==> src/rtl/nnsb_pkg.sv <==
// ----------------------------------------------------------------------------
// nnsb_pkg
// shared types and constants for the nearest-neighbour scaled blit address
// generator: config record, pixel job record, register map, back-end states
// ----------------------------------------------------------------------------
package nnsb_pkg;

    // default destination surface size
    localparam int SURF_W_DEF = 1024;
    localparam int SURF_H_DEF = 1024;

    // field widths
    localparam int COORD_W    = 12;   // surface coordinate, surface up to 4096
    localparam int SIZE_W     = 12;   // rectangle sizes and source offsets
    localparam int OFF_W      = 14;   // signed destination offsets
    localparam int DIST_W     = 15;   // signed distance from destination edge
    localparam int MAG_W      = 14;   // magnitude of that distance
    localparam int PROD_W     = MAG_W + SIZE_W;
    localparam int OUT_DST_W  = 10;
    localparam int OUT_SRC_W  = 13;

    // stream and register port widths
    localparam int S_TDATA_W  = 8;
    localparam int M_TDATA_W  = 48;
    localparam int APB_ADDR_W = 5;
    localparam int APB_DATA_W = 32;

    // job queue between front and back
    localparam int Q_DEPTH    = 2;

    typedef enum logic [2:0] {
        REG_SRC_LEFT,
        REG_SRC_TOP,
        REG_SRC_WIDTH,
        REG_SRC_HEIGHT,
        REG_DST_LEFT,
        REG_DST_TOP,
        REG_DST_WIDTH,
        REG_DST_HEIGHT
    } t_reg_idx;

    typedef struct packed {
        logic        [SIZE_W-1:0] src_left;
        logic        [SIZE_W-1:0] src_top;
        logic        [SIZE_W-1:0] src_width;
        logic        [SIZE_W-1:0] src_height;
        logic signed [OFF_W-1:0]  dst_left;
        logic signed [OFF_W-1:0]  dst_top;
        logic        [SIZE_W-1:0] dst_width;
        logic        [SIZE_W-1:0] dst_height;
    } t_cfg;

    // one visible destination pixel
    typedef struct packed {
        logic [COORD_W-1:0] col;
        logic [COORD_W-1:0] row;
        logic               last;
    } t_job;

    // queue head as seen by the back end
    typedef struct packed {
        logic valid;
        t_job job;
    } t_q_head;

    typedef enum logic [1:0] {
        BK_IDLE,
        BK_MUL,
        BK_DIV,
        BK_HOLD
    } t_back_state;

endpackage

==> src/rtl/nnsb_div.sv <==
// ----------------------------------------------------------------------------
// nnsb_div
// restoring unsigned divider, one quotient bit per cycle
// ----------------------------------------------------------------------------
module nnsb_div (
    input  logic                       i_clk,
    input  logic                       i_rst_n,
    input  logic                       i_start,
    input  logic [nnsb_pkg::PROD_W-1:0] i_dividend,
    input  logic [nnsb_pkg::SIZE_W-1:0] i_divisor,
    output logic                       o_busy,
    output logic [nnsb_pkg::PROD_W-1:0] o_quotient
);
    import nnsb_pkg::*;

    localparam int CNT_W = $clog2(PROD_W + 1);

    logic [CNT_W-1:0]  r_cnt, n_cnt;
    logic [PROD_W-1:0] r_quo, n_quo;
    logic [SIZE_W-1:0] r_rem, n_rem;
    logic [SIZE_W-1:0] r_div, n_div;
    logic [SIZE_W:0]   shifted;
    logic [SIZE_W:0]   diff;

    always_comb begin
        n_cnt   = r_cnt;
        n_quo   = r_quo;
        n_rem   = r_rem;
        n_div   = r_div;
        shifted = {r_rem, r_quo[PROD_W-1]};
        diff    = shifted - {1'b0, r_div};
        if (i_start) begin
            n_cnt = CNT_W'(PROD_W);
            n_quo = i_dividend;
            n_rem = '0;
            n_div = i_divisor;
        end else if (r_cnt != '0) begin
            n_cnt = r_cnt - CNT_W'(1);
            // keep the subtraction when it did not borrow
            if (!diff[SIZE_W]) begin
                n_rem = diff[SIZE_W-1:0];
                n_quo = {r_quo[PROD_W-2:0], 1'b1};
            end else begin
                n_rem = shifted[SIZE_W-1:0];
                n_quo = {r_quo[PROD_W-2:0], 1'b0};
            end
        end
    end

    always_ff @(posedge i_clk) begin
        if (!i_rst_n) begin
            r_cnt <= '0;
        end else begin
            r_cnt <= n_cnt;
        end
    end

    always_ff @(posedge i_clk) begin
        r_quo <= n_quo;
        r_rem <= n_rem;
        r_div <= n_div;
    end

    assign o_busy     = (r_cnt != '0);
    assign o_quotient = r_quo;

endmodule

==> src/rtl/nnsb_front.sv <==
// ----------------------------------------------------------------------------
// nnsb_front
// takes request beats, clips the destination rectangle and walks the
// visible pixels in row-major order, one job per pixel
// ----------------------------------------------------------------------------
module nnsb_front #(
    parameter int DEST_WIDTH  = nnsb_pkg::SURF_W_DEF,
    parameter int DEST_HEIGHT = nnsb_pkg::SURF_H_DEF
) (
    input  logic           i_clk,
    input  logic           i_rst_n,
    input  nnsb_pkg::t_cfg i_cfg,
    input  logic           i_valid,
    input  logic           i_begin,
    output logic           o_ready,
    input  logic           i_q_full,
    output logic           o_push,
    output nnsb_pkg::t_job o_job
);
    import nnsb_pkg::*;

    localparam int CW = (DEST_WIDTH  > 1) ? $clog2(DEST_WIDTH)  : 1;
    localparam int RW = (DEST_HEIGHT > 1) ? $clog2(DEST_HEIGHT) : 1;
    localparam logic signed [DIST_W-1:0] SURF_W = DIST_W'(DEST_WIDTH);
    localparam logic signed [DIST_W-1:0] SURF_H = DIST_W'(DEST_HEIGHT);

    logic          r_busy, n_busy;
    logic [CW-1:0] r_col, n_col, r_cs, n_cs, r_ce, n_ce;
    logic [RW-1:0] r_row, n_row, r_re, n_re;

    logic                     sizes_ok, accept, go, last;
    logic signed [DIST_W-1:0] x0, y0, x1_raw, y1_raw, x1, y1, x1m, y1m;
    logic [CW-1:0]            p_col, p_cs, p_ce;
    logic [RW-1:0]            p_row, p_re;

    assign sizes_ok = (i_cfg.src_width != '0) && (i_cfg.src_height != '0) &&
                      (i_cfg.dst_width != '0) && (i_cfg.dst_height != '0);

    // clipped bounds, upper end exclusive
    always_comb begin
        x0     = (i_cfg.dst_left > 0) ? DIST_W'(i_cfg.dst_left) : '0;
        y0     = (i_cfg.dst_top  > 0) ? DIST_W'(i_cfg.dst_top)  : '0;
        x1_raw = DIST_W'(i_cfg.dst_left) +
                 $signed({{(DIST_W-SIZE_W){1'b0}}, i_cfg.dst_width});
        y1_raw = DIST_W'(i_cfg.dst_top) +
                 $signed({{(DIST_W-SIZE_W){1'b0}}, i_cfg.dst_height});
        x1     = (x1_raw > SURF_W) ? SURF_W : x1_raw;
        y1     = (y1_raw > SURF_H) ? SURF_H : y1_raw;
        x1m    = x1 - DIST_W'(1);
        y1m    = y1 - DIST_W'(1);
    end

    assign o_ready = !i_q_full;
    assign accept  = i_valid && o_ready;

    always_comb begin
        if (i_begin) begin
            go    = sizes_ok && (x0 < x1) && (y0 < y1);
            p_col = x0[CW-1:0];
            p_row = y0[RW-1:0];
            p_cs  = x0[CW-1:0];
            p_ce  = x1m[CW-1:0];
            p_re  = y1m[RW-1:0];
        end else begin
            go    = r_busy && sizes_ok;
            p_col = r_col;
            p_row = r_row;
            p_cs  = r_cs;
            p_ce  = r_ce;
            p_re  = r_re;
        end
        last = (p_col >= p_ce) && (p_row >= p_re);

        n_busy = r_busy;
        n_col  = r_col;
        n_row  = r_row;
        n_cs   = r_cs;
        n_ce   = r_ce;
        n_re   = r_re;
        o_push = 1'b0;
        if (accept) begin
            n_busy = go && !last;
            if (go) begin
                o_push = 1'b1;
                n_cs   = p_cs;
                n_ce   = p_ce;
                n_re   = p_re;
                if (p_col >= p_ce) begin
                    n_col = p_cs;
                    n_row = p_row + RW'(1);
                end else begin
                    n_col = p_col + CW'(1);
                    n_row = p_row;
                end
            end
        end

        o_job.col  = COORD_W'(p_col);
        o_job.row  = COORD_W'(p_row);
        o_job.last = last;
    end

    always_ff @(posedge i_clk) begin
        if (!i_rst_n) begin
            r_busy <= 1'b0;
            r_col  <= '0;
            r_row  <= '0;
            r_cs   <= '0;
            r_ce   <= '0;
            r_re   <= '0;
        end else begin
            r_busy <= n_busy;
            r_col  <= n_col;
            r_row  <= n_row;
            r_cs   <= n_cs;
            r_ce   <= n_ce;
            r_re   <= n_re;
        end
    end

endmodule

==> src/rtl/nnsb_queue.sv <==
// ----------------------------------------------------------------------------
// nnsb_queue
// short job queue between front and back
// ----------------------------------------------------------------------------
module nnsb_queue (
    input  logic              i_clk,
    input  logic              i_rst_n,
    input  logic              i_push,
    input  nnsb_pkg::t_job    i_job,
    output logic              o_full,
    input  logic              i_pop,
    output nnsb_pkg::t_q_head o_head
);
    import nnsb_pkg::*;

    localparam int QA_W = (Q_DEPTH > 1) ? $clog2(Q_DEPTH) : 1;
    localparam int QC_W = $clog2(Q_DEPTH + 1);

    t_job            r_mem [Q_DEPTH];
    logic [QA_W-1:0] r_wr, n_wr, r_rd, n_rd;
    logic [QC_W-1:0] r_cnt, n_cnt;
    logic            do_push, do_pop;

    assign o_full       = (r_cnt == QC_W'(Q_DEPTH));
    assign o_head.valid = (r_cnt != '0);
    assign o_head.job   = r_mem[r_rd];

    assign do_push = i_push && !o_full;
    assign do_pop  = i_pop && o_head.valid;

    always_comb begin
        n_wr  = r_wr;
        n_rd  = r_rd;
        n_cnt = r_cnt;
        if (do_push) begin
            n_wr = (r_wr == QA_W'(Q_DEPTH - 1)) ? '0 : r_wr + QA_W'(1);
        end
        if (do_pop) begin
            n_rd = (r_rd == QA_W'(Q_DEPTH - 1)) ? '0 : r_rd + QA_W'(1);
        end
        case ({do_push, do_pop})
            2'b10:   n_cnt = r_cnt + QC_W'(1);
            2'b01:   n_cnt = r_cnt - QC_W'(1);
            default: n_cnt = r_cnt;
        endcase
    end

    always_ff @(posedge i_clk) begin
        if (!i_rst_n) begin
            r_wr  <= '0;
            r_rd  <= '0;
            r_cnt <= '0;
        end else begin
            r_wr  <= n_wr;
            r_rd  <= n_rd;
            r_cnt <= n_cnt;
        end
    end

    always_ff @(posedge i_clk) begin
        if (do_push) begin
            r_mem[r_wr] <= i_job;
        end
    end

endmodule

==> src/rtl/nnsb_back.sv <==
// ----------------------------------------------------------------------------
// nnsb_back
// maps each pixel job to its source pixel: signed distance times source
// size, divided by destination size, added to the source offset
// ----------------------------------------------------------------------------
module nnsb_back (
    input  logic                            i_clk,
    input  logic                            i_rst_n,
    input  nnsb_pkg::t_cfg                  i_cfg,
    input  nnsb_pkg::t_q_head               i_head,
    output logic                            o_pop,
    output logic                            o_valid,
    input  logic                            i_ready,
    output logic [nnsb_pkg::M_TDATA_W-1:0]  o_data,
    output logic                            o_last
);
    import nnsb_pkg::*;

    t_back_state r_state, n_state;
    t_job        r_job, n_job;
    logic        r_neg_x, n_neg_x, r_neg_y, n_neg_y;
    logic        r_out_valid, n_out_valid;
    logic [M_TDATA_W-1:0] r_out_data, n_out_data;
    logic        r_out_last, n_out_last;

    logic signed [DIST_W-1:0] dist_x, dist_y;
    logic [MAG_W-1:0]         mag_x, mag_y;
    logic [PROD_W-1:0]        prod_x, prod_y, quo_x, quo_y;
    logic                     div_start, busy_x, busy_y, load;
    logic [OUT_SRC_W-1:0]     src_x, src_y, q_x, q_y, base_x, base_y;

    // distance of the pixel from the destination edge, then its magnitude
    always_comb begin
        dist_x = $signed({{(DIST_W-COORD_W){1'b0}}, r_job.col}) - DIST_W'(i_cfg.dst_left);
        dist_y = $signed({{(DIST_W-COORD_W){1'b0}}, r_job.row}) - DIST_W'(i_cfg.dst_top);
        mag_x  = dist_x[DIST_W-1] ? MAG_W'(-dist_x) : MAG_W'(dist_x);
        mag_y  = dist_y[DIST_W-1] ? MAG_W'(-dist_y) : MAG_W'(dist_y);
        prod_x = PROD_W'(mag_x) * PROD_W'(i_cfg.src_width);
        prod_y = PROD_W'(mag_y) * PROD_W'(i_cfg.src_height);
    end

    nnsb_div u_div_x (
        .i_clk      (i_clk),
        .i_rst_n    (i_rst_n),
        .i_start    (div_start),
        .i_dividend (prod_x),
        .i_divisor  (i_cfg.dst_width),
        .o_busy     (busy_x),
        .o_quotient (quo_x)
    );

    nnsb_div u_div_y (
        .i_clk      (i_clk),
        .i_rst_n    (i_rst_n),
        .i_start    (div_start),
        .i_dividend (prod_y),
        .i_divisor  (i_cfg.dst_height),
        .o_busy     (busy_y),
        .o_quotient (quo_y)
    );

    // quotient truncated toward zero, result wraps to the output width
    always_comb begin
        q_x    = quo_x[OUT_SRC_W-1:0];
        q_y    = quo_y[OUT_SRC_W-1:0];
        base_x = OUT_SRC_W'(i_cfg.src_left);
        base_y = OUT_SRC_W'(i_cfg.src_top);
        src_x  = r_neg_x ? base_x - q_x : base_x + q_x;
        src_y  = r_neg_y ? base_y - q_y : base_y + q_y;
    end

    always_comb begin
        n_state     = r_state;
        n_job       = r_job;
        n_neg_x     = r_neg_x;
        n_neg_y     = r_neg_y;
        o_pop       = 1'b0;
        div_start   = 1'b0;
        load        = 1'b0;
        unique case (r_state)
            BK_IDLE: begin
                if (i_head.valid) begin
                    o_pop   = 1'b1;
                    n_job   = i_head.job;
                    n_state = BK_MUL;
                end
            end
            BK_MUL: begin
                div_start = 1'b1;
                n_neg_x   = dist_x[DIST_W-1];
                n_neg_y   = dist_y[DIST_W-1];
                n_state   = BK_DIV;
            end
            BK_DIV: begin
                if (!busy_x && !busy_y) begin
                    n_state = BK_HOLD;
                end
            end
            BK_HOLD: begin
                if (!r_out_valid || i_ready) begin
                    load    = 1'b1;
                    n_state = BK_IDLE;
                end
            end
            default: n_state = BK_IDLE;
        endcase

        // output register
        n_out_valid = r_out_valid && !i_ready;
        n_out_data  = r_out_data;
        n_out_last  = r_out_last;
        if (load) begin
            n_out_valid = 1'b1;
            n_out_data  = {2'b00, src_y, src_x,
                           r_job.row[OUT_DST_W-1:0], r_job.col[OUT_DST_W-1:0]};
            n_out_last  = r_job.last;
        end
    end

    always_ff @(posedge i_clk) begin
        if (!i_rst_n) begin
            r_state     <= BK_IDLE;
            r_out_valid <= 1'b0;
        end else begin
            r_state     <= n_state;
            r_out_valid <= n_out_valid;
        end
    end

    always_ff @(posedge i_clk) begin
        r_job      <= n_job;
        r_neg_x    <= n_neg_x;
        r_neg_y    <= n_neg_y;
        r_out_data <= n_out_data;
        r_out_last <= n_out_last;
    end

    assign o_valid = r_out_valid;
    assign o_data  = r_out_data;
    assign o_last  = r_out_last;

endmodule

==> src/rtl/nearest_neighbor_scale_blit_addresses.sv <==
// ----------------------------------------------------------------------------
// nearest_neighbor_scale_blit_addresses
// address generator for a nearest-neighbour scaled copy: one copy command
// per visible destination pixel, row-major, last one flagged
// ----------------------------------------------------------------------------
//  channel    dir  handshake             payload
//  s_*        in   s_tvalid / s_tready   s_tdata[0] begin_req
//  m_*        out  m_tvalid / m_tready   m_tdata dst_x,dst_y,src_x,src_y; m_tlast
//  apb        in   psel,penable,pwrite   paddr (reg index * 4), pwdata, prdata
//
//  a request beat is taken whenever the job queue has room
//  each pixel passes through the back end in steps: queue pop, multiply,
//    26 restoring divider steps (one quotient bit per cycle), a done step
//    and the output load; a new pixel leaves the queue only after the last
//    one is loaded, so the divider sets the sustained rate
//  synchronous active-low reset clears config, cursor, queue and back end
//  m_tready low holds the output register; the back end finishes the next
//    pixel meanwhile and s_tready drops only once the two-entry queue fills
// ----------------------------------------------------------------------------
module nearest_neighbor_scale_blit_addresses #(
    parameter int DEST_WIDTH  = nnsb_pkg::SURF_W_DEF,
    parameter int DEST_HEIGHT = nnsb_pkg::SURF_H_DEF
) (
    input  logic                              i_clk,
    input  logic                              i_rst_n,
    // request stream
    input  logic                              s_tvalid,
    output logic                              s_tready,
    input  logic [nnsb_pkg::S_TDATA_W-1:0]    s_tdata,   // [0] begin_req, rest zero
    // copy command stream
    output logic                              m_tvalid,
    input  logic                              m_tready,
    output logic [nnsb_pkg::M_TDATA_W-1:0]    m_tdata,   // [9:0] out_dst_x,
                                                         // [19:10] out_dst_y,
                                                         // [32:20] out_src_x,
                                                         // [45:33] out_src_y, rest zero
    output logic                              m_tlast,   // last_pixel
    // register port
    input  logic                              psel,
    input  logic                              penable,
    input  logic                              pwrite,
    input  logic [nnsb_pkg::APB_ADDR_W-1:0]   paddr,
    input  logic [nnsb_pkg::APB_DATA_W-1:0]   pwdata,
    output logic [nnsb_pkg::APB_DATA_W-1:0]   prdata,
    output logic                              pready
);
    import nnsb_pkg::*;

    t_cfg     r_cfg, n_cfg;
    t_reg_idx reg_idx;
    logic     wr_en;

    t_job     front_job;
    logic     front_push;
    logic     q_full;
    t_q_head  q_head;
    logic     back_pop;

    // ---------------- register port ----------------
    assign pready  = 1'b1;
    assign wr_en   = psel && penable && pwrite && pready;
    assign reg_idx = t_reg_idx'(paddr[APB_ADDR_W-1:2]);

    always_comb begin
        n_cfg = r_cfg;
        if (wr_en) begin
            unique case (reg_idx)
                REG_SRC_LEFT:   n_cfg.src_left   = pwdata[SIZE_W-1:0];
                REG_SRC_TOP:    n_cfg.src_top    = pwdata[SIZE_W-1:0];
                REG_SRC_WIDTH:  n_cfg.src_width  = pwdata[SIZE_W-1:0];
                REG_SRC_HEIGHT: n_cfg.src_height = pwdata[SIZE_W-1:0];
                REG_DST_LEFT:   n_cfg.dst_left   = $signed(pwdata[OFF_W-1:0]);
                REG_DST_TOP:    n_cfg.dst_top    = $signed(pwdata[OFF_W-1:0]);
                REG_DST_WIDTH:  n_cfg.dst_width  = pwdata[SIZE_W-1:0];
                REG_DST_HEIGHT: n_cfg.dst_height = pwdata[SIZE_W-1:0];
                default:        n_cfg = r_cfg;
            endcase
        end
    end

    // read back, destination offsets sign extended
    always_comb begin
        unique case (reg_idx)
            REG_SRC_LEFT:   prdata = APB_DATA_W'(r_cfg.src_left);
            REG_SRC_TOP:    prdata = APB_DATA_W'(r_cfg.src_top);
            REG_SRC_WIDTH:  prdata = APB_DATA_W'(r_cfg.src_width);
            REG_SRC_HEIGHT: prdata = APB_DATA_W'(r_cfg.src_height);
            REG_DST_LEFT:   prdata = APB_DATA_W'(r_cfg.dst_left);
            REG_DST_TOP:    prdata = APB_DATA_W'(r_cfg.dst_top);
            REG_DST_WIDTH:  prdata = APB_DATA_W'(r_cfg.dst_width);
            REG_DST_HEIGHT: prdata = APB_DATA_W'(r_cfg.dst_height);
            default:        prdata = '0;
        endcase
    end

    always_ff @(posedge i_clk) begin
        if (!i_rst_n) begin
            r_cfg <= '0;
        end else begin
            r_cfg <= n_cfg;
        end
    end

    // ---------------- front: clip and walk pixels ----------------
    nnsb_front #(
        .DEST_WIDTH  (DEST_WIDTH),
        .DEST_HEIGHT (DEST_HEIGHT)
    ) u_front (
        .i_clk    (i_clk),
        .i_rst_n  (i_rst_n),
        .i_cfg    (r_cfg),
        .i_valid  (s_tvalid),
        .i_begin  (s_tdata[0]),
        .o_ready  (s_tready),
        .i_q_full (q_full),
        .o_push   (front_push),
        .o_job    (front_job)
    );

    // ---------------- job queue ----------------
    nnsb_queue u_queue (
        .i_clk   (i_clk),
        .i_rst_n (i_rst_n),
        .i_push  (front_push),
        .i_job   (front_job),
        .o_full  (q_full),
        .i_pop   (back_pop),
        .o_head  (q_head)
    );

    // ---------------- back: source mapping and output register ----------------
    nnsb_back u_back (
        .i_clk   (i_clk),
        .i_rst_n (i_rst_n),
        .i_cfg   (r_cfg),
        .i_head  (q_head),
        .o_pop   (back_pop),
        .o_valid (m_tvalid),
        .i_ready (m_tready),
        .o_data  (m_tdata),
        .o_last  (m_tlast)
    );

endmodule

==> config.mk <==
export PLATFORM = sky130hd
export DESIGN_NAME = nearest_neighbor_scale_blit_addresses
export DESIGN_NICKNAME = d
export VERILOG_FILES = /design/src/rtl/nnsb_pkg.sv /design/src/rtl/nnsb_div.sv /design/src/rtl/nnsb_front.sv /design/src/rtl/nnsb_queue.sv /design/src/rtl/nnsb_back.sv /design/src/rtl/nearest_neighbor_scale_blit_addresses.sv
export SDC_FILE = /design/constraint.sdc
export NUM_CORES = 2
export LEC_CHECK = 0
export ABC_AREA = 1
export BUFFER_PORTS_ARGS = -buffer_cell sky130_fd_sc_hd__buf_2
export CAP_MARGIN = 20
export CORE_UTILIZATION = 45
export DETAILED_ROUTE_END_ITERATION = 16
export HOLD_SLACK_MARGIN = 0.06
export PLACE_DENSITY = 0.69
export SLEW_MARGIN = 20
export SYNTH_ARGS = -nofsm -noshare
export SYNTH_HDL_FRONTEND = slang
export SYNTH_SLANG_ARGS = --single-unit
==> constraint.sdc <==
create_clock -name i_clk -period 17.7 [get_ports i_clk]
set_clock_uncertainty 0.05 [all_clocks]
set_input_delay 0.885 -clock i_clk [delete_from_list [all_inputs] [get_ports i_clk]]
set_output_delay 0.885 -clock i_clk [all_outputs]
set_load 0.1 [all_outputs]
==> flow_summary.ini <==
[sta]
holdWs_ns = 0.381
rsz0062_at_grt = no
setup_tns_ns = 0
maxSlewViolCount = 0
final-hold-violation-count = 0
finalSetupViolCount = 0
tightest_slew_ns = 1.04
fmax_mhz = 109
slew-limit-headroom = 0.307
fin_ws_ns = 8.50
period_needed_ns = 9.20
fin_crit_sh = 0.520

[clock_tree]
cts_setup_buffers = 0
cts_buffer_depth = 3
cts_hold_buf = 0
tritoncts.num_buffers = 45
htreeDepth = 2
clock-root-buffer = clkbuf_16
ctsResizeCount = 0
insertion_delay_ns = 0.60
tritoncts = yes
cts.sinks = 380
clk_pin_slew_ns = 0.07

[pwr]
p_leak_nw = 17.2
p_per_area_nw_per_um2 = 96.1
p_switching_mw = 1.27
swShare = 0.373
ir_drop_mv = 0.0841
pwr-share-clk = 0.295
power.internal_mw = 2.14
pwr-share-seq = 0.356
power_frac_comb = 0.349

[setup_path]
max_stage_delay_ns = 0.56
cp.required_ns = 17.94
reg2reg_to = u_back.u_div_y.o_quotient[25]
cp.arrival_ns = 9.44
r2r_slack_ns = 8.50
path_depth = 37
path_class = flop to flop
r2r_start = r_cfg[24]
start_kind = flop
reg2reg_depth = 37
crit_slowest_cell = fa_1
cp-end-kind = flop
crit_fanout = 17
crit_top_cell = nand2_1
crit_family = adder cells
cp.buffers_inverters = 6

[floorplan]
fp.dieH_um = 272
die-area_um2 = 73800
start_util = 0.456
ios = 136
coreArea_um2 = 71700
dieWidth_um = 272
std_cell_rows = 98

[synth]
yosysWarnings = 0
synth-seq-cells = 380
synth_edf_count = 188
syn_area_per_cell_um2 = 7.88
async_reset_ff_frac = 0
syn_area_um2 = 32700
yosysSeqAreaShare = 0.290
synth_cells = 4152
synthFlopType = dfxtp_1
yosys.cell_types.count = 55

[route]
dr_total_vias = 27400
wl_um = 85200
firstDrtPassIters = 7
postRouteAntennaNets = 0
viasPerCell = 5.30
drc = 0
wire_per_inst_um = 16.5
drt_iter0_markers = 2357

[cells_and_area]
syn_to_final_growth_pct = 8.62
instances_no_fill = 5164
finalInstanceArea_um2 = 35600
nFillCells = 6914
drive_gt1_frac = 0.0572
fin_nets = 4762

[placed_design]
placed_cell_area_um2 = 33900
hpwlAfterDp_um = 64200
gp_congestion = 0.931
io_buffer_count = 105
dp_cells = 5079
preCtsSetupSlack_ns = 8.51

[grt]
grt_pass1_vias = 25900
grt_max_degree = 96
grt_pass1_wl_um = 137000
antenna_found_initial = 6
grt_overflow = 0
grt.total_usage = 0.232

[hold_path]
holdPathStages = 0
holdPathEnd = u_back.o_last
min_from = u_back.r_job[0]
hp-class = flop to flop

[job]
max_cap_viol_count = 0

[outcome]
outcome = complete, no violations
## worst max-delay path by stage
stage	startpoint	end	slack [ns]
3_3_place_gp	r_cfg[24]	u_back.u_div_y.o_quotient[25]	8.68
5_1_grt	r_cfg[24]	u_back.u_div_y.o_quotient[25]	7.72
4_1_cts	r_cfg[24]	u_back.u_div_y.o_quotient[25]	8.50
3_5_place_dp	r_cfg[24]	u_back.u_div_y.o_quotient[25]	8.51
6_report	r_cfg[24]	u_back.u_div_y.o_quotient[25]	8.50
2_1_floorplan	r_cfg[24]	u_back.u_div_y.o_quotient[25]	10.08
## routing by layer
layer,global-route usage,up-vias,part of all wire
met2,0.374,864,0.45
met4,0.0792,6,0.032
met3,0.0437,178,0.077
met1,0.311,12900,0.44
li1,-,13400,-
met5,0,-,0.00036
## kinds of logic (layout without fill, tap and decap cells)
family                     Yosys count  after routing  synth area share
muxes                                6              6           0.00183
AOI/OAI and AO/OA                  671            671             0.112
adders and majority gates          534            534             0.261
buffers and inverters              798            854            0.0956
xor gates and xnor gates           150            150            0.0401
and+or+nand+nor                   1611           1611             0.199
other                                2              8          0.000229
DFF                                380            380             0.290
## per-stage QoR
step / total power [mW] / utilization
after global routing: 3.64 / 0.496
after detailed placement: 2.42 / 0.473
after global placement: 2.39 / 0.473
after floorplan: 2.16 / -
after CTS: 3.44 / 0.496
final: 3.42 / 0.496
## power by group through the flow
| stage | registers [mW] | logic, mW | clock network [mW] |
|---|---|---|---|
| finish | 1.22 | 1.19 | 1.01 |
| global route | 1.23 | 1.35 | 1.06 |
| floorplan | 1.29 | 0.863 | 0 |
| CTS | 1.22 | 1.19 | 1.03 |
| global placement | 1.23 | 1.16 | 0 |
| detailed placement | 1.23 | 1.18 | 0 |
## Yosys cell counts (all sizes together), types with 27 or more instances
library cell  count  area (µm²)
a21oi           265        1330
buf              53         333
clkbuf          100         375
dfxtp           192        3840
edfxtp          188        5650
fa              248        4960
ha              286        3580
inv             643        2410
nand2           851        3210
nand3           168         846
nor2            491        1850
nor3             28         145
o21ai           290        1460
o22ai            27         169
xnor2            58         508
xor2             92         806
## state kept, by name (all words and copies together) (netlist names), 12 cells and up
signal and cells:
r_cfg 100, u_back.o_data 46, u_queue.r_mem 42, u_back.u_div_x.o_quotient 26, u_back.u_div_y.o_quotient 26, u_back.r_job 21
u_back.u_div_x.r_div 12, u_back.u_div_x.r_rem 12, u_back.u_div_y.r_div 12, u_back.u_div_y.r_rem 12
## layout make-up
| class | instances | area, µm² | area share |
|---|---|---|---|
| clock buffers | 62 | 1400 | 0.0393 |
| diodes | 1 | 2.50 | 0.0000704 |
| clock inverters | 22 | 216 | 0.00609 |
| repair buffers | 125 | 678 | 0.0191 |
| well taps | 950 | 1190 | 0.0334 |
| inverters | 645 | 2420 | 0.0681 |
| multi-input cells | 2979 | 20200 | 0.567 |
| flip-flops and latches | 380 | 9490 | 0.267 |
## layout by cell type, fill, tap and decap left out, drive strengths merged, types with 3 or more instances in the layout
cell      Yosys  final
nand2       851    851
inv         643    648
nor2        491    491
o21ai       290    290
ha          286    286
a21oi       265    265
fa          248    248
dfxtp       192    192
edfxtp      188    188
nand3       168    168
buf          53    125
xor2         92     92
clkbuf      100     62
xnor2        58     58
nor3         28     28
o22ai        27     27
nand4        22     22
nor4         17     17
nand3b       16     16
o21bai       16     16
or2          15     15
clkinv        2     13
a221oi       12     12
o221ai       11     11
o21a          8      8
o211ai        7      7
conb          2      7
mux2i         6      6
a211oi        6      6
a31oi         6      6
a21o          5      5
a21boi        5      5
and2          3      3
clkinvlp      0      3
bufinv        0      3
Power figures use the tool's default switching activity.
